--- config.mk ---
export PLATFORM = sky130hd
export DESIGN_NAME = white_blob_steering_decision_unit_flat
export DESIGN_NICKNAME = d
export VERILOG_FILES = /design/src/hw/rtl/wbsd_pkg.sv /design/src/hw/rtl/wbsd_if.sv /design/src/hw/rtl/white_blob_steering_decision_unit.sv /design/src/hw/rtl/wbsd_row_tracker.sv /design/src/hw/rtl/wbsd_decide.sv /design/src/flat_wrapper.sv
export SDC_FILE = /design/constraint.sdc
export NUM_CORES = 1
export LEC_CHECK = 0
export ABC_AREA = 1
export BUFFER_PORTS_ARGS = -buffer_cell sky130_fd_sc_hd__buf_2
export CAP_MARGIN = 20
export CORE_MARGIN = 3
export CORE_UTILIZATION = 56
export DETAILED_ROUTE_END_ITERATION = 10
export GPL_ROUTABILITY_DRIVEN = 0
export GPL_TIMING_DRIVEN = 0
export MAX_ROUTING_LAYER = met4
export PLACE_DENSITY = 0.77
export RECOVER_POWER = 25
export SLEW_MARGIN = 10
export SYNTH_ARGS = -nofsm -noshare
export SYNTH_HDL_FRONTEND = slang
export SYNTH_SLANG_ARGS = --single-unit
--- constraint.sdc ---
create_clock -name clk -period 5.6 [get_ports clk]
set_input_delay 1.12 -clock clk [delete_from_list [all_inputs] [get_ports clk]]
set_output_delay 1.12 -clock clk [all_outputs]
set_load 0.02 [all_outputs]
--- src/hw/rtl/wbsd_pkg.sv ---
// shared types and constants for the white blob steering decision unit
// no dependencies; the design files refer to it by scoped names, the bench files import it
`default_nettype none

package wbsd_pkg;

    // fixed field widths
    localparam int CH_W      = 8;
    localparam int CFG_W     = 13;
    localparam int CODE_W    = 3;
    localparam int REG_IDX_W = 2;

    // a channel at full scale marks a white pixel
    localparam logic [CH_W-1:0] CH_FULL = 8'hFF;

    // register reset values and default row limit
    localparam logic [CFG_W-1:0] ROW_WIDTH_RST     = 13'd640;
    localparam logic [CFG_W-1:0] LEFT_BAND_RST     = 13'd192;
    localparam logic [CFG_W-1:0] MIDDLE_BAND_RST   = 13'd256;
    localparam int               MAX_ROW_WIDTH_DEF = 4096;

    typedef enum logic [REG_IDX_W-1:0] {
        REG_ROW_WIDTH   = 2'd0,
        REG_LEFT_BAND   = 2'd1,
        REG_MIDDLE_BAND = 2'd2
    } reg_idx_t;

    typedef enum logic [CODE_W-1:0] {
        STEER_STOP       = 3'd0,
        STEER_FORWARD    = 3'd1,
        STEER_SLOW_LEFT  = 3'd2,
        STEER_TURN_LEFT  = 3'd3,
        STEER_SLOW_RIGHT = 3'd4,
        STEER_TURN_RIGHT = 3'd5,
        STEER_NONE       = 3'd6
    } steer_t;

    // progress of the first white run in a row
    typedef enum logic [1:0] {
        RUN_NONE   = 2'd0,
        RUN_ACTIVE = 2'd1,
        RUN_DONE   = 2'd2
    } run_phase_t;

    // one registered pixel handed to the row tracker
    typedef struct packed {
        logic valid;
        logic white;
        logic last;
    } pix_step_t;

endpackage

`default_nettype wire

--- src/hw/rtl/wbsd_if.sv ---
// channel interfaces: pixel stream, steering result stream, register writes
// depends on wbsd_pkg for field widths
`default_nettype none

interface wbsd_pix_if;
    logic                     valid;
    logic                     ready;
    logic [wbsd_pkg::CH_W-1:0] red;
    logic [wbsd_pkg::CH_W-1:0] green;
    logic [wbsd_pkg::CH_W-1:0] blue;
    logic                     frame_end;

    modport source (output valid, red, green, blue, frame_end, input ready);
    modport sink   (input valid, red, green, blue, frame_end, output ready);
endinterface

interface wbsd_res_if;
    logic                       valid;
    logic                       ready;
    logic [wbsd_pkg::CODE_W-1:0] steer_code;
    logic [wbsd_pkg::CFG_W-1:0]  left_count;
    logic [wbsd_pkg::CFG_W-1:0]  middle_count;
    logic [wbsd_pkg::CFG_W-1:0]  right_count;

    modport source (output valid, steer_code, left_count, middle_count, right_count,
                    input ready);
    modport sink   (input valid, steer_code, left_count, middle_count, right_count,
                    output ready);
endinterface

interface wbsd_cfg_if;
    logic                          valid;
    logic                          ready;
    logic [wbsd_pkg::REG_IDX_W-1:0] index;
    logic [wbsd_pkg::CFG_W-1:0]     data;

    modport source (output valid, index, data, input ready);
    modport sink   (input valid, index, data, output ready);
endinterface

`default_nettype wire

--- src/hw/rtl/white_blob_steering_decision_unit.sv ---
// result path: an accepted frame_end pixel goes through the pixel register, then loads the result register
// throughput: one pixel per cycle; only a frame_end pixel waits while a result is unread
// the figure is set by the single pixel register feeding the row tracker state update
// reset: asynchronous, active low; registers return to 640/192/256, frame state cleared
// top level of the white blob steering decision unit
// depends on wbsd_pkg, wbsd_if, wbsd_row_tracker and wbsd_decide
`default_nettype none

module white_blob_steering_decision_unit #(
    parameter int MAX_ROW_WIDTH = wbsd_pkg::MAX_ROW_WIDTH_DEF
) (
    input  wire logic  clk,
    input  wire logic  rst_n,
    wbsd_pix_if.sink   pix,
    wbsd_res_if.source res,
    wbsd_cfg_if.sink   cfg
);

    localparam int CNT_W = $clog2(MAX_ROW_WIDTH + 1);
    localparam int CFG_W = wbsd_pkg::CFG_W;
    localparam int SUM_W = CFG_W + 1;
    // wide enough to compare the register against the row limit
    localparam int CLP_W = (CNT_W > CFG_W) ? CNT_W : CFG_W;

    // configuration registers
    logic [CFG_W-1:0] row_width_reg;
    logic [CFG_W-1:0] left_band_reg;
    logic [CFG_W-1:0] middle_band_reg;

    // pixel register
    logic s1_valid_reg;
    logic s1_white_reg;
    logic s1_last_reg;

    // result register
    logic                       res_valid_reg;
    wbsd_pkg::steer_t           res_code_reg;
    logic [2:0][CFG_W-1:0]      res_count_reg;

    logic                       pix_accept;
    logic                       s1_fire;
    logic [CNT_W-1:0]           width_eff;
    logic [SUM_W-1:0]           mid_end;
    logic [2:0][CNT_W-1:0]      lat_upd;
    wbsd_pkg::steer_t           steer;
    wbsd_pkg::pix_step_t        step;

    // ---------------------------------------------------------------
    // register writes: always ready, unknown indexes are dropped
    // ---------------------------------------------------------------
    assign cfg.ready = 1'b1;

    always_ff @(posedge clk or negedge rst_n)
    begin
        if (!rst_n)
        begin
            row_width_reg   <= wbsd_pkg::ROW_WIDTH_RST;
            left_band_reg   <= wbsd_pkg::LEFT_BAND_RST;
            middle_band_reg <= wbsd_pkg::MIDDLE_BAND_RST;
        end
        else if (cfg.valid)
        begin
            case (cfg.index)
                wbsd_pkg::REG_ROW_WIDTH:   row_width_reg   <= cfg.data;
                wbsd_pkg::REG_LEFT_BAND:   left_band_reg   <= cfg.data;
                wbsd_pkg::REG_MIDDLE_BAND: middle_band_reg <= cfg.data;
                default:                   ;
            endcase
        end
    end

    // effective row width: zero acts as one, clipped to the row limit
    always_comb
    begin
        if (row_width_reg == '0)
            width_eff = CNT_W'(1);
        else if (CLP_W'(row_width_reg) > CLP_W'(MAX_ROW_WIDTH))
            width_eff = CNT_W'(MAX_ROW_WIDTH);
        else
            width_eff = CNT_W'(row_width_reg);
    end

    // end of the middle band, one bit wider so it cannot wrap
    assign mid_end = SUM_W'(left_band_reg) + SUM_W'(middle_band_reg);

    // ---------------------------------------------------------------
    // pixel register: moves on every cycle, except a frame end pixel
    // that must wait for the result register to empty
    // ---------------------------------------------------------------
    assign s1_fire    = s1_valid_reg && (!s1_last_reg || !res_valid_reg || res.ready);
    assign pix.ready  = !s1_valid_reg || s1_fire;
    assign pix_accept = pix.valid && pix.ready;

    always_ff @(posedge clk or negedge rst_n)
    begin
        if (!rst_n)
            s1_valid_reg <= 1'b0;
        else if (pix.ready)
            s1_valid_reg <= pix.valid;
    end

    // payload needs no reset; white is resolved before registering
    always_ff @(posedge clk)
    begin
        if (pix_accept)
        begin
            s1_white_reg <= (pix.red == wbsd_pkg::CH_FULL) &&
                            (pix.green == wbsd_pkg::CH_FULL) &&
                            (pix.blue == wbsd_pkg::CH_FULL);
            s1_last_reg  <= pix.frame_end;
        end
    end

    assign step.valid = s1_fire;
    assign step.white = s1_white_reg;
    assign step.last  = s1_last_reg;

    // ---------------------------------------------------------------
    // row state and decision
    // ---------------------------------------------------------------
    wbsd_row_tracker #(
        .MAX_ROW_WIDTH (MAX_ROW_WIDTH)
    ) u_row_tracker (
        .clk       (clk),
        .rst_n     (rst_n),
        .step      (step),
        .width_eff (width_eff),
        .left_band (left_band_reg),
        .mid_end   (mid_end),
        .lat_upd   (lat_upd)
    );

    // counts already include a latch made by the closing partial row
    wbsd_decide #(
        .MAX_ROW_WIDTH (MAX_ROW_WIDTH)
    ) u_decide (
        .counts    (lat_upd),
        .width_eff (width_eff),
        .steer     (steer)
    );

    // ---------------------------------------------------------------
    // result register: one transaction per frame
    // ---------------------------------------------------------------
    always_ff @(posedge clk or negedge rst_n)
    begin
        if (!rst_n)
            res_valid_reg <= 1'b0;
        else if (s1_fire && s1_last_reg)
            res_valid_reg <= 1'b1;
        else if (res.ready)
            res_valid_reg <= 1'b0;
    end

    always_ff @(posedge clk)
    begin
        if (s1_fire && s1_last_reg)
        begin
            res_code_reg <= steer;
            for (int k = 0; k < 3; k++)
            begin
                res_count_reg[k] <= CFG_W'(lat_upd[k]);
            end
        end
    end

    assign res.valid        = res_valid_reg;
    assign res.steer_code   = res_code_reg;
    assign res.left_count   = res_count_reg[0];
    assign res.middle_count = res_count_reg[1];
    assign res.right_count  = res_count_reg[2];

endmodule

`default_nettype wire

--- src/hw/rtl/wbsd_row_tracker.sv ---
// per-row white counting, first-run band counts and drop latch
// depends on wbsd_pkg (run phase enum, pixel step struct)
`default_nettype none

module wbsd_row_tracker #(
    parameter  int MAX_ROW_WIDTH = wbsd_pkg::MAX_ROW_WIDTH_DEF,
    localparam int CNT_W         = $clog2(MAX_ROW_WIDTH + 1)
) (
    input  wire logic                         clk,
    input  wire logic                         rst_n,
    input  wire wbsd_pkg::pix_step_t          step,
    input  wire logic [CNT_W-1:0]             width_eff,
    input  wire logic [wbsd_pkg::CFG_W-1:0]   left_band,
    input  wire logic [wbsd_pkg::CFG_W:0]     mid_end,
    output logic      [2:0][CNT_W-1:0]        lat_upd
);

    localparam int CMP_W = (CNT_W > wbsd_pkg::CFG_W + 1) ? CNT_W : wbsd_pkg::CFG_W + 1;

    logic [CNT_W-1:0]       col_reg,        col_next;
    logic                   first_reg,      first_next;
    logic [CNT_W-1:0]       row_total_reg,  row_total_next;
    logic [CNT_W-1:0]       prev_total_reg, prev_total_next;
    wbsd_pkg::run_phase_t   phase_reg,      phase_next;
    logic [2:0][CNT_W-1:0]  row_band_reg,   row_band_next;
    logic [2:0][CNT_W-1:0]  prev_band_reg,  prev_band_next;
    logic [2:0][CNT_W-1:0]  lat_reg,        lat_next;
    logic                   latched_reg,    latched_next;

    logic [1:0]             band;
    logic                   in_run;
    logic [CNT_W-1:0]       total_upd;
    logic [2:0][CNT_W-1:0]  band_upd;
    wbsd_pkg::run_phase_t   phase_upd;
    logic [CNT_W:0]         col_plus;
    logic                   close_row;
    logic                   latch_now;

    // band of the current column
    always_comb
    begin
        if (CMP_W'(col_reg) < CMP_W'(left_band))
            band = 2'd0;
        else if (CMP_W'(col_reg) < CMP_W'(mid_end))
            band = 2'd1;
        else
            band = 2'd2;
    end

    assign in_run    = (phase_reg != wbsd_pkg::RUN_DONE);
    assign total_upd = step.white ? row_total_reg + CNT_W'(1) : row_total_reg;

    always_comb
    begin
        for (int k = 0; k < 3; k++)
        begin
            band_upd[k] = (step.white && in_run && band == 2'(k)) ?
                          row_band_reg[k] + CNT_W'(1) : row_band_reg[k];
        end
    end

    always_comb
    begin
        case (phase_reg)
            wbsd_pkg::RUN_NONE:   phase_upd = step.white ? wbsd_pkg::RUN_ACTIVE : wbsd_pkg::RUN_NONE;
            wbsd_pkg::RUN_ACTIVE: phase_upd = step.white ? wbsd_pkg::RUN_ACTIVE : wbsd_pkg::RUN_DONE;
            wbsd_pkg::RUN_DONE:   phase_upd = wbsd_pkg::RUN_DONE;
            default:              phase_upd = wbsd_pkg::RUN_NONE;
        endcase
    end

    // row closes on the last column or on frame end
    assign col_plus  = (CNT_W + 1)'(col_reg) + (CNT_W + 1)'(1);
    assign close_row = step.last || (col_plus >= (CNT_W + 1)'(width_eff));
    assign latch_now = close_row && !first_reg && !latched_reg &&
                       (total_upd < prev_total_reg);

    assign lat_upd = latch_now ? prev_band_reg : lat_reg;

    always_comb
    begin
        col_next        = col_reg;
        first_next      = first_reg;
        row_total_next  = row_total_reg;
        prev_total_next = prev_total_reg;
        phase_next      = phase_reg;
        row_band_next   = row_band_reg;
        prev_band_next  = prev_band_reg;
        lat_next        = lat_reg;
        latched_next    = latched_reg;
        if (step.valid)
        begin
            if (step.last)
            begin
                // frame done: clear everything for the next frame
                col_next        = '0;
                first_next      = 1'b1;
                row_total_next  = '0;
                prev_total_next = '0;
                phase_next      = wbsd_pkg::RUN_NONE;
                row_band_next   = '0;
                prev_band_next  = '0;
                lat_next        = '0;
                latched_next    = 1'b0;
            end
            else if (close_row)
            begin
                col_next        = '0;
                first_next      = 1'b0;
                row_total_next  = '0;
                prev_total_next = total_upd;
                phase_next      = wbsd_pkg::RUN_NONE;
                row_band_next   = '0;
                prev_band_next  = band_upd;
                lat_next        = lat_upd;
                latched_next    = latched_reg || latch_now;
            end
            else
            begin
                col_next       = col_plus[CNT_W-1:0];
                row_total_next = total_upd;
                phase_next     = phase_upd;
                row_band_next  = band_upd;
            end
        end
    end

    always_ff @(posedge clk or negedge rst_n)
    begin
        if (!rst_n)
        begin
            col_reg        <= '0;
            first_reg      <= 1'b1;
            row_total_reg  <= '0;
            prev_total_reg <= '0;
            phase_reg      <= wbsd_pkg::RUN_NONE;
            row_band_reg   <= '0;
            prev_band_reg  <= '0;
            lat_reg        <= '0;
            latched_reg    <= 1'b0;
        end
        else
        begin
            col_reg        <= col_next;
            first_reg      <= first_next;
            row_total_reg  <= row_total_next;
            prev_total_reg <= prev_total_next;
            phase_reg      <= phase_next;
            row_band_reg   <= row_band_next;
            prev_band_reg  <= prev_band_next;
            lat_reg        <= lat_next;
            latched_reg    <= latched_next;
        end
    end

endmodule

`default_nettype wire

--- src/hw/rtl/wbsd_decide.sv ---
// steering decision tree over the three latched band counts
// depends on wbsd_pkg (steering code enum)
`default_nettype none

module wbsd_decide #(
    parameter  int MAX_ROW_WIDTH = wbsd_pkg::MAX_ROW_WIDTH_DEF,
    localparam int CNT_W         = $clog2(MAX_ROW_WIDTH + 1)
) (
    input  wire logic [2:0][CNT_W-1:0] counts,
    input  wire logic [CNT_W-1:0]      width_eff,
    output wbsd_pkg::steer_t           steer
);

    logic [CNT_W+1:0] total;
    logic [CNT_W:0]   x_twice;
    logic [CNT_W:0]   z_twice;
    logic             x_nz, y_nz, z_nz;

    assign x_nz    = (counts[0] != '0);
    assign y_nz    = (counts[1] != '0);
    assign z_nz    = (counts[2] != '0);
    assign total   = (CNT_W + 2)'(counts[0]) + (CNT_W + 2)'(counts[1]) +
                     (CNT_W + 2)'(counts[2]);
    assign x_twice = {counts[0], 1'b0};
    assign z_twice = {counts[2], 1'b0};

    always_comb
    begin
        if (x_nz)
        begin
            if (y_nz && z_nz)
                steer = (total == (CNT_W + 2)'(width_eff)) ?
                        wbsd_pkg::STEER_STOP : wbsd_pkg::STEER_FORWARD;
            else if (y_nz)
                steer = ((CNT_W + 1)'(counts[1]) >= x_twice) ?
                        wbsd_pkg::STEER_SLOW_LEFT : wbsd_pkg::STEER_TURN_LEFT;
            else
                steer = z_nz ? wbsd_pkg::STEER_NONE : wbsd_pkg::STEER_TURN_LEFT;
        end
        else if (y_nz)
        begin
            if (z_nz)
                steer = ((CNT_W + 1)'(counts[1]) >= z_twice) ?
                        wbsd_pkg::STEER_SLOW_RIGHT : wbsd_pkg::STEER_TURN_RIGHT;
            else
                steer = wbsd_pkg::STEER_FORWARD;
        end
        else
        begin
            steer = z_nz ? wbsd_pkg::STEER_TURN_RIGHT : wbsd_pkg::STEER_STOP;
        end
    end

endmodule

`default_nettype wire

--- src/flat_wrapper.sv ---
// flat-port wrapper written by rule: the top's interface ports become plain ports
module white_blob_steering_decision_unit_flat 
#(
    parameter int MAX_ROW_WIDTH = wbsd_pkg::MAX_ROW_WIDTH_DEF
)
  (clk, rst_n, pix_valid, pix_red, pix_green, pix_blue, pix_frame_end, pix_ready, res_valid, res_steer_code, res_left_count, res_middle_count, res_right_count, res_ready, cfg_valid, cfg_index, cfg_data, cfg_ready);
  wbsd_pix_if pix_i ();
  wbsd_res_if res_i ();
  wbsd_cfg_if cfg_i ();
  input  wire logic clk;
  input  wire logic rst_n;
  input wire logic [$bits(pix_i.valid)-1:0] pix_valid;
  input wire logic [$bits(pix_i.red)-1:0] pix_red;
  input wire logic [$bits(pix_i.green)-1:0] pix_green;
  input wire logic [$bits(pix_i.blue)-1:0] pix_blue;
  input wire logic [$bits(pix_i.frame_end)-1:0] pix_frame_end;
  output wire logic [$bits(pix_i.ready)-1:0] pix_ready;
  output wire logic [$bits(res_i.valid)-1:0] res_valid;
  output wire logic [$bits(res_i.steer_code)-1:0] res_steer_code;
  output wire logic [$bits(res_i.left_count)-1:0] res_left_count;
  output wire logic [$bits(res_i.middle_count)-1:0] res_middle_count;
  output wire logic [$bits(res_i.right_count)-1:0] res_right_count;
  input wire logic [$bits(res_i.ready)-1:0] res_ready;
  input wire logic [$bits(cfg_i.valid)-1:0] cfg_valid;
  input wire logic [$bits(cfg_i.index)-1:0] cfg_index;
  input wire logic [$bits(cfg_i.data)-1:0] cfg_data;
  output wire logic [$bits(cfg_i.ready)-1:0] cfg_ready;
  assign pix_i.valid = pix_valid;
  assign pix_i.red = pix_red;
  assign pix_i.green = pix_green;
  assign pix_i.blue = pix_blue;
  assign pix_i.frame_end = pix_frame_end;
  assign pix_ready = pix_i.ready;
  assign res_valid = res_i.valid;
  assign res_steer_code = res_i.steer_code;
  assign res_left_count = res_i.left_count;
  assign res_middle_count = res_i.middle_count;
  assign res_right_count = res_i.right_count;
  assign res_i.ready = res_ready;
  assign cfg_i.valid = cfg_valid;
  assign cfg_i.index = cfg_index;
  assign cfg_i.data = cfg_data;
  assign cfg_ready = cfg_i.ready;
  white_blob_steering_decision_unit #(.MAX_ROW_WIDTH(MAX_ROW_WIDTH)) u_core (.clk(clk), .rst_n(rst_n), .pix(pix_i), .res(res_i), .cfg(cfg_i));
endmodule
* Word-level counts from Yosys, hierarchy flattened *
Cells that the tools add are included.

storage, ports and cells
  flip-flop bits (word level) = 245
  latch bits = 0
  RAM bits = 0
  bits in read-only memories = 0
  bits of input ports = 45
  output and inout port bits = 45
  logic and storage cells = 130
  memories kept = 0

cells by class
  add/sub/neg operators = 8
  multiply operators = 0
  divide/modulo/power cells = 0
  $lt $le $gt $ge = 7
  equal/unequal tests = 11
  shift-type cells = 0
  muxes and demuxes = 42
  bitwise gates (word level) = 0
  reductions and logical operators = 36

operators by type and width
  cell                                                   number
  2-to-1 mux 39 bit                                      7
  2-to-1 mux 13 bit                                      12
  adder 13 x 1 -> 13 bit, second input constant          4
  nonzero test 13 bit                                    3
  adder 13 x 13 -> 14 bit                                2
  >= comparator 13 x 14 -> 1 bit                         2
  less-than comparator 13 bit                            2
  equality test 8 bit, second input constant             3
  2-to-1 mux 3 bit                                       7
  adder 14 x 13 -> 15 bit                                1
  equality test 15 x 13 -> 1 bit                         1
  adder 13 x 1 -> 14 bit, second input constant          1
  >= comparator 14 x 13 -> 1 bit                         1
  less-than comparator 13 x 14 -> 1 bit                  1
  greater-than comparator 13 bit, second input constant  1
  logical AND 1 bit                                      13
  logical NOT 13 bit                                     1
  2-to-1 mux 1 bit                                       10
  2-to-1 mux 2 bit                                       5
  AND reduction 2 bit                                    4
  equality test 2 x 1 -> 1 bit, second input constant    3
  equality test 2 bit, second input constant             3
  logical NOT 2 bit                                      3
  case mux 2 bit (3 select lines)                        1
  other kinds (4)                                        13

* Longest topological paths before layout *
Gate-level depths: netlist of run 1.

  depth after elaboration = 15
  depth in mapped cells = 44
  depth with buffers taken out = 42

* Modules after synthesis *
Synthesis of run 1 repeated with hierarchy kept, for this count alone.

unflattened totals
  cell total of the unflattened synthesis = 2081
  area total of the unflattened synthesis = 15865.2 µm²

by module, submodules not included
  module                             instances  cells an instance  area each (µm²)  sequential area each (µm²)
  wbsd_row_tracker                   1          1366               10014.6          4005.1
  white_blob_steering_decision_unit  1          392                3842.4           2353.5
  wbsd_decide                        1          323                2008.2           0.0

* Worst setup path before layout of run 1 *
Ideal clock, no wire load.

  path type = register -> register
  start point = register u_core.s1_white_reg
  end point = register u_core.res_code_reg[0] (netlist: u_core.res.steer_code[0]), data pin
  setup time = 0.252 ns
  arrival = 5.049 ns
  data required time = 5.348 ns
  slack = 0.298 ns
  stages on the path, launching flop included = 36
  path buffers = 2
  clock period less this slack = 5.302 ns
  cell sequence = edfxtp_1 inv_1 nor3_1 nand3_1 nor2_1 inv_1 o21ai_0 inv_1 ha_1 nand2_1 inv_1 o21ai_0 a21oi_1 nor2_2 nand3_2 buf_4 buf_6 nand2_1 o21a_1 inv_1 fa_1 inv_1 ha_1 a21oi_1 o21ai_0 a21oi_1 o21ai_0 xor2_1 nand2_1 nand3b_1 nor2_1 nand3_1 nand3_1 nand2_1 nand2_1 nand2_1

RTL lines
  element                 RTL line                                  source
  from (decl)             white_blob_steering_decision_unit.sv:32   logic s1_white_reg;
  from (signal assigned)  white_blob_steering_decision_unit.sv:107  s1_white_reg <= (pix.red == wbsd_pkg::CH_FULL) &&
  to (signal assigned)    white_blob_steering_decision_unit.sv:159  res_code_reg <= steer;
  to (decl)               white_blob_steering_decision_unit.sv:37   wbsd_pkg::steer_t res_code_reg;

==> impl_metrics.prom, run 1 <==
# TYPE chip_impl_metric gauge
chip_impl_info{name="run_status",value="complete, but fails checks"} 1
chip_impl_info{name="violated_checks",value="capacitance limit, slew limit, setup timing"} 1
chip_impl_metric{name="async_flop_share",unit="%"} 82.0
chip_impl_metric{name="reported_leakage_power",unit="nW"} 8.90
chip_impl_metric{name="layout_worst_path_cycle_share",unit="%"} 110
chip_impl_metric{name="grt_pass1_vias",unit=""} 13000
chip_impl_info{name="most_numerous_cell_in_the_yosys_netlist",value="sky130_fd_sc_hd__nand2_1"} 1
chip_impl_metric{name="clock_sink_count",unit=""} 245
chip_impl_metric{name="core_area",unit="µm²"} 25500
chip_impl_metric{name="max_slew_margin",unit="%"} -83.3
chip_impl_metric{name="finClkSkew",unit="ns"} 0.0151
chip_impl_metric{name="mappedNetlistArea",unit="µm²"} 14700
chip_impl_metric{name="syn-num-nets",unit=""} 1921
chip_impl_metric{name="max_freq",unit="GHz"} 0.163
chip_impl_metric{name="edff_count_synth",unit=""} 44
chip_impl_metric{name="synthToLayoutAreaGrowth",unit="%"} 22.2
chip_impl_metric{name="min_period",unit="ns"} 6.14
chip_impl_info{name="rsz0062_at_grt",value="true"} 1
chip_impl_metric{name="grt_start_max_net_pins",unit=""} 112
chip_impl_info{name="timing.hold.worst.class",value="reg2reg"} 1
chip_impl_metric{name="flops_latches_synth",unit=""} 245
chip_impl_metric{name="routedWlPerCell",unit="µm"} 20.1
chip_impl_metric{name="ys.warnings.count",unit=""} 0
chip_impl_metric{name="synth.top_cell.area_share",unit="%"} 33.3
chip_impl_metric{name="sum_of_negative_setup_slack",unit="ns"} -0.540
chip_impl_info{name="worst_setup_path_start_kind",value="flop"} 1
chip_impl_metric{name="critical_path_required",unit="ns"} 5.91
chip_impl_info{name="end_kind",value="flop"} 1
chip_impl_metric{name="port_buffers",unit=""} 88
chip_impl_metric{name="drt.antenna.violating_nets",unit=""} 0
chip_impl_metric{name="route.vias.total",unit=""} 14000
chip_impl_metric{name="detailed_placer_s_ending_hpwl",unit="µm"} 29700
chip_impl_metric{name="clk_pin_slew",unit="ns"} 0.07
chip_impl_metric{name="diodes",unit=""} 0
chip_impl_info{name="worst_path_dominant_cell_family",value="simple AND/OR/NAND/NOR gates"} 1
chip_impl_info{name="synth.largest_area_cell",value="sky130_fd_sc_hd__dfrtp_1"} 1
chip_impl_metric{name="clk_latency",unit="ns"} 0.56
chip_impl_metric{name="pwr_cell_area",unit="nW/µm²"} 461
chip_impl_metric{name="synthesis.area_per_instance",unit="µm²"} 8.34
chip_impl_metric{name="vias_per_cell",unit=""} 6.07
chip_impl_metric{name="worst_slew_pin_tran",unit="ns"} 2.75
chip_impl_metric{name="cp.buffers_inverters",unit=""} 6
chip_impl_metric{name="htreeDepth",unit=""} 1
chip_impl_metric{name="drt_first_pass_iters",unit=""} 6
chip_impl_metric{name="fin_nets",unit=""} 2115
chip_impl_info{name="root_buffer",value="sky130_fd_sc_hd__clkbuf_16"} 1
chip_impl_metric{name="cts_inserted_buffers",unit=""} 25
chip_impl_metric{name="max_cap_viol_count",unit=""} 1
chip_impl_info{name="critical-path-slowest-cell",value="sky130_fd_sc_hd__fa_1"} 1
chip_impl_metric{name="worst_path_largest_cell_delay",unit="ns"} 0.56
chip_impl_metric{name="totalWireLength",unit="µm"} 46200
chip_impl_metric{name="route.detailed.drc",unit=""} 0
chip_impl_metric{name="crit_arrival",unit="ns"} 6.45
chip_impl_metric{name="final_non_filler_cells",unit=""} 2301
chip_impl_info{name="tritoncts_clock_tree",value="yes"} 1
chip_impl_info{name="synth_top_flop_cell",value="sky130_fd_sc_hd__dfrtp_1"} 1
chip_impl_metric{name="post_route_cells_drive_above_1_share",unit="%"} 20.4
chip_impl_metric{name="rows",unit=""} 58
chip_impl_metric{name="yosysSeqAreaShare",unit="%"} 43.4
chip_impl_metric{name="synthesis.instances",unit=""} 1758
chip_impl_metric{name="vdd_ir_drop_max",unit="µV"} 503
chip_impl_metric{name="placed_cells_incl_taps",unit=""} 2179
chip_impl_metric{name="initial_utilization",unit="%"} 57.6
chip_impl_metric{name="design.die.area",unit="µm²"} 28200
chip_impl_metric{name="dr.first_iter.drc_count",unit=""} 1825
chip_impl_metric{name="hold_viol_final",unit=""} 0
chip_impl_metric{name="die_width",unit="µm"} 168
chip_impl_metric{name="global_route_wire_length_before_repair",unit="µm"} 67100
chip_impl_metric{name="critical_path.max_fanout",unit=""} 5
chip_impl_info{name="critical_path_class",value="reg2reg"} 1
chip_impl_metric{name="setup_viol",unit=""} 1
chip_impl_metric{name="groute.usage.overall",unit="%"} 30.2
chip_impl_metric{name="die_y",unit="µm"} 168
chip_impl_metric{name="top_level_ports",unit=""} 90
chip_impl_metric{name="report.final.slew_viol_count",unit=""} 112
chip_impl_metric{name="final_worst_path_setup_slack",unit="ns"} -0.540
chip_impl_metric{name="clock_tree.buffer_depth",unit=""} 3
chip_impl_info{name="synthTopCellsByCount",value="sky130_fd_sc_hd__nand2_1 (369), sky130_fd_sc_hd__inv_1 (266), sky130_fd_sc_hd__dfrtp_1 (195)"} 1
chip_impl_metric{name="antenna_violations_before_repair",unit=""} 1
chip_impl_info{name="critPathMostFrequentCell",value="sky130_fd_sc_hd__nand2_1"} 1
chip_impl_metric{name="globalRoute.totalOverflow",unit=""} 0
chip_impl_metric{name="number_of_distinct_standard_cells_referenced_by_the_synthesized_netlist",unit=""} 50
chip_impl_info{name="synth_area_leaders",value="sky130_fd_sc_hd__dfrtp_1 (33%), sky130_fd_sc_hd__nand2_1 (9.4%), sky130_fd_sc_hd__edfxtp_1 (9.0%), sky130_fd_sc_hd__ha_1 (8.9%), sky130_fd_sc_hd__inv_1 (6.8%)"} 1
placed cells by master (no fill, tap or decap), types with 10 or more instances in the layout:
cell type	instances
sky130_fd_sc_hd__a21oi_1	52
sky130_fd_sc_hd__buf_2	90
sky130_fd_sc_hd__buf_4	73
sky130_fd_sc_hd__clkbuf_1	42
sky130_fd_sc_hd__clkbuf_16	26
sky130_fd_sc_hd__dfrtp_1	191
sky130_fd_sc_hd__edfxtp_1	44
sky130_fd_sc_hd__fa_1	12
sky130_fd_sc_hd__ha_1	89
sky130_fd_sc_hd__ha_4	13
sky130_fd_sc_hd__inv_1	244
sky130_fd_sc_hd__inv_2	32
sky130_fd_sc_hd__nand2_1	338
sky130_fd_sc_hd__nand2_2	23
sky130_fd_sc_hd__nand2_4	10
sky130_fd_sc_hd__nand3_1	121
sky130_fd_sc_hd__nand4_1	40
sky130_fd_sc_hd__nor2_1	69
sky130_fd_sc_hd__nor3_1	19
sky130_fd_sc_hd__o21ai_0	128
sky130_fd_sc_hd__o21ai_2	11
sky130_fd_sc_hd__o21ai_4	13
sky130_fd_sc_hd__o22ai_1	66
sky130_fd_sc_hd__xnor2_1	14
sky130_fd_sc_hd__xor2_1	58
worst paths after layout:
kind / startpoint / endpoint / slack, ns / cells past startpoint
hold / removal: u_core.u_row_tracker.first_reg$_DFFE_PN1P_ / u_core.u_row_tracker.first_reg$_DFFE_PN1P_ / 0.47 / 2
setup / recovery: u_core.u_row_tracker.col_reg[0]$_DFFE_PN0P_ / u_core.res.steer_code[0]$_DFFE_PP_ / -0.54 / 37
hold reg to reg: u_core.u_row_tracker.first_reg$_DFFE_PN1P_ / u_core.u_row_tracker.first_reg$_DFFE_PN1P_ / 0.47 / 2
min in group asynchronous: rst_n / u_core.row_width_reg[6]$_DFFE_PN0P_ / 0.61 / 1
setup reg to reg: u_core.u_row_tracker.col_reg[0]$_DFFE_PN0P_ / u_core.res.steer_code[0]$_DFFE_PP_ / -0.54 / 37
max in group asynchronous: rst_n / u_core.u_row_tracker.lat_reg[6]$_DFFE_PN0P_ / 1.00 / 3
per-layer routing:
layer	vias up	wire (µm)	track usage, %	part of all wire, %
li1	6207	-	-	-
met1	6613	17200	39.6	37
met2	920	21600	47.6	47
met3	219	4610	4.72	10
met4	0	2710	11.8	5.9
met5	-	0	-	0
kinds of logic (layout without fill, tap and decap cells):
group,after synthesis,in the layout,share of synthesized area (%)
compound gates,313,313,12.3
xor+xnor,83,83,5.01
fa+ha+maj,118,118,10.8
buf+inv,335,548,9.01
flops,245,245,43.4
other cells,1,1,0.0256
simple gates,663,663,19.5
final cells by class:
class	instances	area (µm²)
fillers	1725	7560
clock inverters	15	190
flip-flops and latches	245	6360
plain buffers	54	330
well taps	330	413
repair buffers	168	1110
multi-input cells	1178	7780
inverters	280	1050
clock buffers	31	668
through the flow:
stage | power, mW | utilization [%] | cell area [µm²] | hold slack, ns | setup WS (ns)
floorplan | 4.62 | - | 14700 | 0.444 | 0.298
global placement | 5.34 | 60.9 | 15500 | 0.456 | -0.741
detailed placement | 5.46 | 61.3 | 15600 | 0.459 | -0.852
CTS | 7.56 | 67.6 | 17200 | 0.368 | 0.00166
global route | 8.69 | 70.3 | 17900 | 0.496 | -0.650
finish | 8.25 | 70.3 | 17900 | 0.465 | -0.540
where the power goes:
part | switching, mW | internal, mW | leakage (nW) | total [mW]
Sequential | 0.123 | 2.09 | 3.14 | 2.21
Combinational | 2.63 | 1.63 | 5.33 | 4.26
Clock | 0.752 | 1.04 | 0.426 | 1.79
Total | 3.51 | 4.75 | 8.90 | 8.25
what timing repair did:
action	in CTS	in global routing
gates resized for setup	93	122
setup buffers	46	30
pin swaps	40	66
hold buffers	0	0
gates cloned	1	1
setup endpoints to repair	1	1
worst min-delay path, delay by kind of cell (launching register included):
family	cells	cell delay [ns]
DFF	1	0.37
and+or+nand+nor	2	0.10
Note: power is estimated with default switching activity, not from simulation.
==> inputs of run 2 (changes only) <==
--- a/config.mk
+++ b/config.mk
@@ -14,9 +14,10 @@
 export GPL_ROUTABILITY_DRIVEN = 0
 export GPL_TIMING_DRIVEN = 0
 export MAX_ROUTING_LAYER = met4
-export PLACE_DENSITY = 0.77
+export PLACE_DENSITY = 0.74
 export RECOVER_POWER = 25
 export SLEW_MARGIN = 10
 export SYNTH_ARGS = -nofsm -noshare
 export SYNTH_HDL_FRONTEND = slang
+export SYNTH_HIERARCHICAL = 1
 export SYNTH_SLANG_ARGS = --single-unit
==> run 2 against run 1 <==
  * The flow finishes with violations (capacitance limit, slew limit)
  * Fmax up 14%
  * Sequential power rose by 4%
  * Die area is 7.9% higher
  * Sequential share of layout area down 0.36 points
  * Non-clock buffer count fell by 55
  * Clock power is 4% lower
  * Utilization decreased by 4.3 points
  * Global-route usage fell by 2.5 points
  * Area after synthesis is 8.2% higher
  * Via count rose by 1.8%
  * Critical endpoint is now u_core/res.steer_code[0]$_DFFE_PP_
  * Largest cell class unchanged
  * Highest routed layer unchanged
==> impl_metrics.prom, run 2 <==
# TYPE chip_impl_metric gauge
chip_impl_metric{name="synth.top_cell.area_share",unit="%"} 30.8
chip_impl_metric{name="sum_of_negative_setup_slack",unit="ns"} 0
chip_impl_metric{name="hold_depth",unit=""} 2
chip_impl_metric{name="drt.antenna.violating_nets",unit=""} 0
chip_impl_metric{name="clk_latency",unit="ns"} 0.55
chip_impl_metric{name="detailed_placer_s_ending_hpwl",unit="µm"} 31200
chip_impl_metric{name="share_seq_of_total_power",unit="%"} 28.5
chip_impl_metric{name="report.final.slew_viol_count",unit=""} 65
chip_impl_metric{name="num-fill-cells",unit=""} 2245
chip_impl_metric{name="worst_slew_pin_tran",unit="ns"} 3.73
chip_impl_metric{name="clock_sink_count",unit=""} 245
chip_impl_metric{name="final_worst_path_setup_slack",unit="ns"} 0.209
chip_impl_info{name="rsz0062_at_grt",value="true"} 1
chip_impl_metric{name="ys.warnings.count",unit=""} 6
chip_impl_metric{name="layout_worst_path_cycle_share",unit="%"} 96.3
chip_impl_metric{name="globalRoute.totalOverflow",unit=""} 0
chip_impl_metric{name="route.detailed.drc",unit=""} 0
chip_impl_metric{name="comb_power_share",unit="%"} 50.3
chip_impl_info{name="critical_path_class",value="reg2reg"} 1
chip_impl_metric{name="min_period",unit="ns"} 5.39
chip_impl_metric{name="htreeDepth",unit=""} 1
chip_impl_metric{name="crit_arrival",unit="ns"} 5.68
chip_impl_info{name="min-delay-start",value="u_core/u_row_tracker/prev_band_reg[27]$_DFFE_PN0P_"} 1
chip_impl_metric{name="vias_per_cell",unit=""} 5.46
chip_impl_info{name="timing.hold.worst.class",value="reg2reg"} 1
chip_impl_info{name="synth_top_flop_cell",value="sky130_fd_sc_hd__dfrtp_1"} 1
chip_impl_metric{name="post_route_cells_drive_above_1_share",unit="%"} 12.6
chip_impl_metric{name="flops_latches_synth",unit=""} 245
chip_impl_metric{name="antenna_violations_before_repair",unit=""} 0
chip_impl_metric{name="critical_path.max_fanout",unit=""} 6
chip_impl_metric{name="diodes",unit=""} 0
chip_impl_metric{name="reported_leakage_power",unit="nW"} 9.21
chip_impl_info{name="most_numerous_cell_in_the_yosys_netlist",value="sky130_fd_sc_hd__nand2_1"} 1
chip_impl_metric{name="die_y",unit="µm"} 174
chip_impl_metric{name="clk_pin_slew",unit="ns"} 0.07
chip_impl_metric{name="groute.usage.overall",unit="%"} 27.7
chip_impl_metric{name="finClkSkew",unit="ns"} 0.0231
chip_impl_info{name="critical-path-slowest-cell",value="sky130_fd_sc_hd__fa_1"} 1
chip_impl_metric{name="totalWireLength",unit="µm"} 41600
chip_impl_metric{name="number_of_distinct_standard_cells_referenced_by_the_synthesized_netlist",unit=""} 48
chip_impl_metric{name="cts_inserted_buffers",unit=""} 26
chip_impl_metric{name="placed_cells_incl_taps",unit=""} 2543
chip_impl_metric{name="worst_path_largest_cell_delay",unit="ns"} 0.52
chip_impl_info{name="synthTopCellsByCount",value="sky130_fd_sc_hd__nand2_1 (594), sky130_fd_sc_hd__inv_1 (357), sky130_fd_sc_hd__dfrtp_1 (195)"} 1
chip_impl_info{name="end_of_the_worst_hold_path",value="u_core/u_row_tracker/prev_band_reg[27]$_DFFE_PN0P_"} 1
chip_impl_metric{name="grt_pass1_vias",unit=""} 13400
chip_impl_info{name="worst_setup_path_start_kind",value="flop"} 1
chip_impl_metric{name="netSwitchingFraction",unit="%"} 42.0
chip_impl_metric{name="dp_slack",unit="ns"} -0.375
chip_impl_info{name="top_signal_layer_used",value="met4"} 1
chip_impl_info{name="most_frequent_cells_in_the_layout",value="sky130_fd_sc_hd__nand2_1 (591), sky130_fd_sc_hd__inv_1 (355), sky130_fd_sc_hd__dfrtp_1 (194), sky130_fd_sc_hd__o21ai_0 (122), sky130_fd_sc_hd__buf_2 (109)"} 1
chip_impl_info{name="tritoncts_clock_tree",value="yes"} 1
chip_impl_metric{name="synthesis.area_per_instance",unit="µm²"} 7.62
chip_impl_metric{name="cellInternalPower",unit="mW"} 4.68
chip_impl_metric{name="port_buffers",unit=""} 88
chip_impl_metric{name="pwr_cell_area",unit="nW/µm²"} 446
chip_impl_metric{name="critical_path_required",unit="ns"} 5.89
chip_impl_metric{name="route.layer.met1.wl",unit="µm"} 18800
chip_impl_metric{name="core_area",unit="µm²"} 27400
chip_impl_metric{name="drt_first_pass_iters",unit=""} 6
chip_impl_metric{name="power.share.clock",unit="%"} 21.2
chip_impl_metric{name="synthesis.instances",unit=""} 2081
chip_impl_metric{name="routedWlPerCell",unit="µm"} 16.0
chip_impl_metric{name="mappedNetlistArea",unit="µm²"} 15900
chip_impl_info{name="critPathMostFrequentCell",value="sky130_fd_sc_hd__nand2_1"} 1
chip_impl_info{name="root_buffer",value="sky130_fd_sc_hd__clkbuf_16"} 1
chip_impl_info{name="crit-reg2reg-launch",value="u_core/u_row_tracker/col_reg[0]$_DFFE_PN0P_"} 1
chip_impl_metric{name="dr.first_iter.drc_count",unit=""} 1411
chip_impl_metric{name="syn-num-nets",unit=""} 2244
chip_impl_info{name="violated_checks",value="capacitance limit, slew limit"} 1
chip_impl_info{name="worst_r2r_endpoint",value="u_core/res.steer_code[0]$_DFFE_PP_"} 1
chip_impl_metric{name="global_route_wire_length_before_repair",unit="µm"} 67200
chip_impl_metric{name="max_freq",unit="GHz"} 0.186
chip_impl_info{name="synth.largest_area_cell",value="sky130_fd_sc_hd__dfrtp_1"} 1
chip_impl_metric{name="clock_tree.buffer_depth",unit=""} 3
chip_impl_metric{name="vdd_ir_drop_max",unit="µV"} 285
chip_impl_metric{name="fin_hold_ws",unit="ns"} 0.481
chip_impl_metric{name="die_width",unit="µm"} 174
chip_impl_metric{name="final_non_filler_cells",unit=""} 2602
chip_impl_metric{name="setup.reg_to_reg.worst_slack",unit="ns"} 0.21
chip_impl_metric{name="max_slew_margin",unit="%"} -148
chip_impl_metric{name="netSwitchingPower",unit="mW"} 3.39
chip_impl_metric{name="setup_viol",unit=""} 0
chip_impl_metric{name="grt_start_max_net_pins",unit=""} 73
chip_impl_metric{name="fin_nets",unit=""} 2373
chip_impl_info{name="synth_area_leaders",value="sky130_fd_sc_hd__dfrtp_1 (31%), sky130_fd_sc_hd__nand2_1 (14%), sky130_fd_sc_hd__inv_1 (8.4%), sky130_fd_sc_hd__edfxtp_1 (8.3%), sky130_fd_sc_hd__ha_1 (8.1%)"} 1
chip_impl_metric{name="detailroute.wirelength.met3",unit="µm"} 2570
chip_impl_metric{name="wl_met2",unit="µm"} 18800
chip_impl_metric{name="initial_utilization",unit="%"} 57.9
chip_impl_metric{name="edff_count_synth",unit=""} 44
chip_impl_info{name="end_kind",value="flop"} 1
chip_impl_info{name="run_status",value="complete, but fails checks"} 1
chip_impl_info{name="layout_commonest_cell",value="sky130_fd_sc_hd__nand2_1"} 1
chip_impl_metric{name="synthToLayoutAreaGrowth",unit="%"} 14.0
chip_impl_metric{name="rows",unit=""} 60
chip_impl_metric{name="max_cap_viol_count",unit=""} 1
chip_impl_metric{name="yosysSeqAreaShare",unit="%"} 40.1
chip_impl_metric{name="route.vias.total",unit=""} 14200
chip_impl_metric{name="design.die.area",unit="µm²"} 30400
chip_impl_metric{name="top_level_ports",unit=""} 90
chip_impl_metric{name="timing.reg2reg.worst_path_depth",unit=""} 33
chip_impl_metric{name="hold_viol_final",unit=""} 0
chip_impl_metric{name="async_flop_share",unit="%"} 82.0
run 2: what timing repair did:
item / 4_1_cts / 5_1_grt
buffers inserted: 3 / 6
hold buffers: 0 / 0
gates resized for setup: 20 / 78
endpoints found under the setup margin: 1 / 1
gates cloned: 0 / 2
pin swaps: 3 / 16
run 2: area by class of cell:
class / count / area (µm²) / share of cell area [%]
plain buffers: 66 / 375 / 2.08
clock buffers: 37 / 767 / 4.24
clock inverters: 11 / 96.3 / 0.533
inverters: 365 / 1370 / 7.59
multi-input cells: 1405 / 8040 / 44.4
flip-flops and latches: 245 / 6360 / 35.2
well taps: 372 / 465 / 2.57
repair buffers: 101 / 612 / 3.38
run 2: kinds of logic (layout without fill, tap and decap cells):
family / after synthesis / after routing / synth area share [%]
AOI/OAI and AO/OA: 243 / 243 / 8.30
xor gates and xnor gates: 63 / 63 / 3.48
adders and majority gates: 118 / 118 / 10.0
buffers and inverters: 431 / 580 / 10.7
DFF: 245 / 245 / 40.1
other: 1 / 1 / 0.0236
and+or+nand+nor: 980 / 980 / 27.4
run 2: power by group through the flow:
stage          Sequential, mW  Clock [mW]  Combinational, mW
4_1_cts                  2.30        1.75               3.72
6_report                 2.30        1.71               4.06
2_1_floorplan            2.36           0               2.67
5_1_grt                  2.33        1.82               4.51
3_5_place_dp             2.33           0               3.68
3_3_place_gp             2.32           0               3.55
run 2: layer usage:
metal | vias up | global-route usage (%)
met5 | - | -
met4 | 0 | 8.58
met3 | 93 | 3.84
met2 | 476 | 42.5
met1 | 6677 | 38.4
li1 | 6970 | -
run 2: worst max path at each step:
stage / slack (ns) / start / cells past startpoint / end
4_1_cts: 0.01 / u_core/u_row_tracker/col_reg[1]$_DFFE_PN0P_ / 38 / u_core/res.steer_code[0]$_DFFE_PP_
6_report: 0.21 / u_core/u_row_tracker/col_reg[0]$_DFFE_PN0P_ / 33 / u_core/res.steer_code[0]$_DFFE_PP_
2_1_floorplan: 0.64 / u_core/u_row_tracker/col_reg[1]$_DFFE_PN0P_ / 30 / u_core/res.steer_code[0]$_DFFE_PP_
3_3_place_gp: -0.23 / u_core/u_row_tracker/col_reg[1]$_DFFE_PN0P_ / 33 / u_core/res.steer_code[0]$_DFFE_PP_
3_5_place_dp: -0.37 / u_core/u_row_tracker/col_reg[1]$_DFFE_PN0P_ / 33 / u_core/res.steer_code[0]$_DFFE_PP_
5_1_grt: -0.07 / u_core/u_row_tracker/col_reg[0]$_DFFE_PN0P_ / 34 / u_core/res.steer_code[0]$_DFFE_PP_
run 2: worst max-delay path, delay by kind of cell (launching register included):
family	cells	cell delay, ns
and+or+nand+nor	20	2.06
xor gates and xnor gates	2	0.36
buffers and inverters	4	0.32
adders and majority gates	5	1.61
AOI/OAI and AO/OA	2	0.37
DFF	1	0.40
run 2: per-stage QoR:
step | instance area (µm²) | utilization (%) | total power, mW
floorplan | 15900 | - | 5.03
CTS | 17800 | 64.9 | 7.77
finish | 18100 | 66.0 | 8.07
global placement | 16800 | 61.2 | 5.87
detailed placement | 16800 | 61.4 | 6.01
global route | 18100 | 66.0 | 8.66
==> inputs of run 3 (changes only) <==
--- a/config.mk
+++ b/config.mk
@@ -8,8 +8,10 @@
 export ABC_AREA = 1
 export BUFFER_PORTS_ARGS = -buffer_cell sky130_fd_sc_hd__buf_2
 export CAP_MARGIN = 20
+export CELL_PAD_IN_SITES_DETAIL_PLACEMENT = 0
+export CELL_PAD_IN_SITES_GLOBAL_PLACEMENT = 2
 export CORE_MARGIN = 3
-export CORE_UTILIZATION = 56
+export CORE_UTILIZATION = 33
 export DETAILED_ROUTE_END_ITERATION = 10
 export GPL_ROUTABILITY_DRIVEN = 0
 export GPL_TIMING_DRIVEN = 0
==> run 3 against run 2 <==
  * The flow still finishes with violations (capacitance limit, slew limit)
  * Largest power group unchanged
  * Highest routed layer unchanged
  * Cell count grew 9.6%
  * Largest cell class unchanged
  * First-iteration DRC count shrank 36%
  * Via count shrank 3.2%
  * Worst hold slack lost 0.0041 ns
  * Clock skew shrank 0.012 ns
==> impl_metrics.prom, run 3 (synthesized netlist as in run 2, its figures left out) <==
# TYPE chip_impl_metric gauge
chip_impl_info{name="worst_setup_path_start_kind",value="flop"} 1
chip_impl_metric{name="core_area",unit="µm²"} 47100
chip_impl_metric{name="fin_nets",unit=""} 2384
chip_impl_metric{name="hold_viol_final",unit=""} 0
chip_impl_metric{name="routedWlPerCell",unit="µm"} 16.6
chip_impl_metric{name="reported_leakage_power",unit="nW"} 9.26
chip_impl_info{name="end_kind",value="flop"} 1
chip_impl_metric{name="post_route_cells_drive_above_1_share",unit="%"} 13.9
chip_impl_metric{name="max_slew_margin",unit="%"} -119
chip_impl_metric{name="grt_pass1_vias",unit=""} 13000
chip_impl_metric{name="report.final.slew_viol_count",unit=""} 57
chip_impl_info{name="critical-path-slowest-cell",value="sky130_fd_sc_hd__fa_1"} 1
chip_impl_metric{name="num-fill-cells",unit=""} 4860
chip_impl_info{name="worst_path_dominant_cell_family",value="simple AND/OR/NAND/NOR gates"} 1
chip_impl_metric{name="drt_first_pass_iters",unit=""} 5
chip_impl_metric{name="critical_path_required",unit="ns"} 5.92
chip_impl_metric{name="finalCoreUtilization",unit="%"} 39.4
chip_impl_metric{name="route.detailed.drc",unit=""} 0
chip_impl_metric{name="layout_worst_path_cycle_share",unit="%"} 94.9
chip_impl_metric{name="dr.first_iter.drc_count",unit=""} 905
chip_impl_info{name="crit-reg2reg-launch",value="u_core/u_row_tracker/col_reg[0]$_DFFE_PN0P_"} 1
chip_impl_metric{name="die_width",unit="µm"} 225
chip_impl_metric{name="global_route_wire_length_before_repair",unit="µm"} 74200
chip_impl_metric{name="vdd_ir_drop_max",unit="µV"} 201
chip_impl_metric{name="cp.buffers_inverters",unit=""} 3
chip_impl_metric{name="combined_area_of_the_multi_input_logic_cells",unit="µm²"} 8080
chip_impl_metric{name="die_y",unit="µm"} 225
chip_impl_metric{name="critical_path.max_fanout",unit=""} 9
chip_impl_metric{name="final_area",unit="µm²"} 18500
chip_impl_metric{name="route.layer.met1.wl",unit="µm"} 23900
chip_impl_metric{name="worst_path_largest_cell_delay",unit="ns"} 0.52
chip_impl_metric{name="post_dp_cell_area",unit="µm²"} 17200
chip_impl_metric{name="totalWireLength",unit="µm"} 47400
chip_impl_metric{name="globalRoute.totalOverflow",unit=""} 0
chip_impl_info{name="timing.hold.worst.class",value="reg2reg"} 1
chip_impl_metric{name="rows",unit=""} 79
chip_impl_metric{name="setup_viol",unit=""} 0
chip_impl_metric{name="cts_inserted_buffers",unit=""} 30
chip_impl_info{name="top_signal_layer_used",value="met4"} 1
chip_impl_metric{name="antenna_violations_before_repair",unit=""} 0
chip_impl_metric{name="detailroute.wirelength.met3",unit="µm"} 1540
chip_impl_metric{name="top_level_ports",unit=""} 90
chip_impl_info{name="tritoncts_clock_tree",value="yes"} 1
chip_impl_metric{name="route.vias.total",unit=""} 13800
chip_impl_metric{name="design.die.area",unit="µm²"} 50700
chip_impl_metric{name="clk_pin_slew",unit="ns"} 0.06
chip_impl_metric{name="sum_of_negative_setup_slack",unit="ns"} 0
chip_impl_metric{name="vias_per_cell",unit=""} 4.83
chip_impl_info{name="most_frequent_cells_in_the_layout",value="sky130_fd_sc_hd__nand2_1 (587), sky130_fd_sc_hd__inv_1 (355), sky130_fd_sc_hd__dfrtp_1 (191), sky130_fd_sc_hd__o21ai_0 (122)"} 1
chip_impl_metric{name="max_cap_viol_count",unit=""} 1
chip_impl_info{name="critical_path_class",value="reg2reg"} 1
chip_impl_info{name="root_buffer",value="sky130_fd_sc_hd__clkbuf_16"} 1
chip_impl_metric{name="pwr_cell_area",unit="nW/µm²"} 449
chip_impl_metric{name="clock_sink_count",unit=""} 245
chip_impl_metric{name="port_buffers",unit=""} 88
chip_impl_info{name="layout_commonest_cell",value="sky130_fd_sc_hd__nand2_1"} 1
chip_impl_metric{name="grt_start_max_net_pins",unit=""} 90
chip_impl_info{name="run_status",value="complete, but fails checks"} 1
chip_impl_metric{name="wl_met2",unit="µm"} 21300
chip_impl_metric{name="worst_slew_pin_tran",unit="ns"} 3.28
chip_impl_info{name="worst_setup_path_startpoint",value="u_core/u_row_tracker/col_reg[0]$_DFFE_PN0P_"} 1
chip_impl_info{name="critPathMostFrequentCell",value="sky130_fd_sc_hd__nand2_1"} 1
chip_impl_metric{name="finClkSkew",unit="ns"} 0.0108
chip_impl_metric{name="min_period",unit="ns"} 5.31
chip_impl_metric{name="crit_arrival",unit="ns"} 5.64
chip_impl_metric{name="clock_tree.buffer_depth",unit=""} 3
chip_impl_metric{name="initial_utilization",unit="%"} 33.7
chip_impl_metric{name="clk_latency",unit="ns"} 0.57
chip_impl_info{name="violated_checks",value="capacitance limit, slew limit"} 1
chip_impl_metric{name="synthToLayoutAreaGrowth",unit="%"} 16.8
chip_impl_metric{name="htreeDepth",unit=""} 1
chip_impl_metric{name="drt.antenna.violating_nets",unit=""} 0
chip_impl_metric{name="max_freq",unit="GHz"} 0.188
chip_impl_metric{name="diodes",unit=""} 0
chip_impl_metric{name="detailed_placer_s_ending_hpwl",unit="µm"} 36600
chip_impl_metric{name="regArea",unit="µm²"} 6360
chip_impl_metric{name="groute.usage.overall",unit="%"} 19.0
chip_impl_info{name="min-delay-start",value="u_core/u_row_tracker/lat_reg[11]$_DFFE_PN0P_"} 1
-- run 3: layout make-up --
type	count	area share, %
plain buffers	66	2.05
clock buffers	38	4.54
clock inverters	17	0.736
inverters	365	7.41
multi-input cells	1405	43.6
flip-flops and latches	245	34.3
well taps	607	4.10
repair buffers	108	3.23
-- run 3: repair_timing --
item                       4_1_cts  5_1_grt
hold buffers                     0        0
resized for setup               35       93
buffers inserted                 3       14
setup endpoints to repair        1        1
pin swaps                        3       17
-- run 3: worst paths after layout --
| kind | end | slack [ns] | depth (start not counted) |
|---|---|---|---|
| worst max-delay path | u_core/res.steer_code[0]$_DFFE_PP_ | 0.29 | 30 |
| max in group asynchronous | u_core/u_row_tracker/col_reg[2]$_DFFE_PN0P_ | 1.11 | 2 |
| min in group asynchronous | u_core/u_row_tracker/lat_reg[32]$_DFFE_PN0P_ | 1.62 | 1 |
| worst min register to register | u_core/u_row_tracker/lat_reg[11]$_DFFE_PN0P_ | 0.48 | 2 |
| worst min-delay path | u_core/u_row_tracker/lat_reg[11]$_DFFE_PN0P_ | 0.48 | 2 |
| worst max register to register | u_core/res.steer_code[0]$_DFFE_PP_ | 0.29 | 30 |
-- run 3: routing by layer --
metal | vias up | GRT usage [%]
met3 | 42 | 2.06
met1 | 6513 | 27.8
met4 | 0 | 2.97
met2 | 226 | 29.1
li1 | 6985 | -
met5 | - | -
-- run 3: through the flow --
stage / hold slack [ns] / std cells / setup WS, ns / power [mW]
2_1_floorplan: 0.449 / 2081 / 0.643 / 5.03
3_3_place_gp: 0.461 / 2776 / -0.563 / 6.08
3_5_place_dp: 0.465 / 2779 / -0.579 / 6.13
4_1_cts: 0.480 / 2837 / 0.00478 / 8.18
5_1_grt: 0.495 / 2851 / -0.0735 / 9.00
6_report: 0.477 / 2851 / 0.285 / 8.33
-- run 3: report_power, final --
group | total, mW | leakage (nW) | switching, mW | internal, mW
Combinational | 4.09 | 5.65 | 2.56 | 1.53
Clock | 1.93 | 0.488 | 0.786 | 1.15
Sequential | 2.31 | 3.12 | 0.162 | 2.14
-- run 3: worst register-to-register path, delay by kind of cell (launching register included) --
kind	cells	cell delay (ns)
flops	1	0.39
compound gates	1	0.17
xor+xnor	2	0.35
simple gates	19	2.21
fa+ha+maj	5	1.66
buf+inv	3	0.28
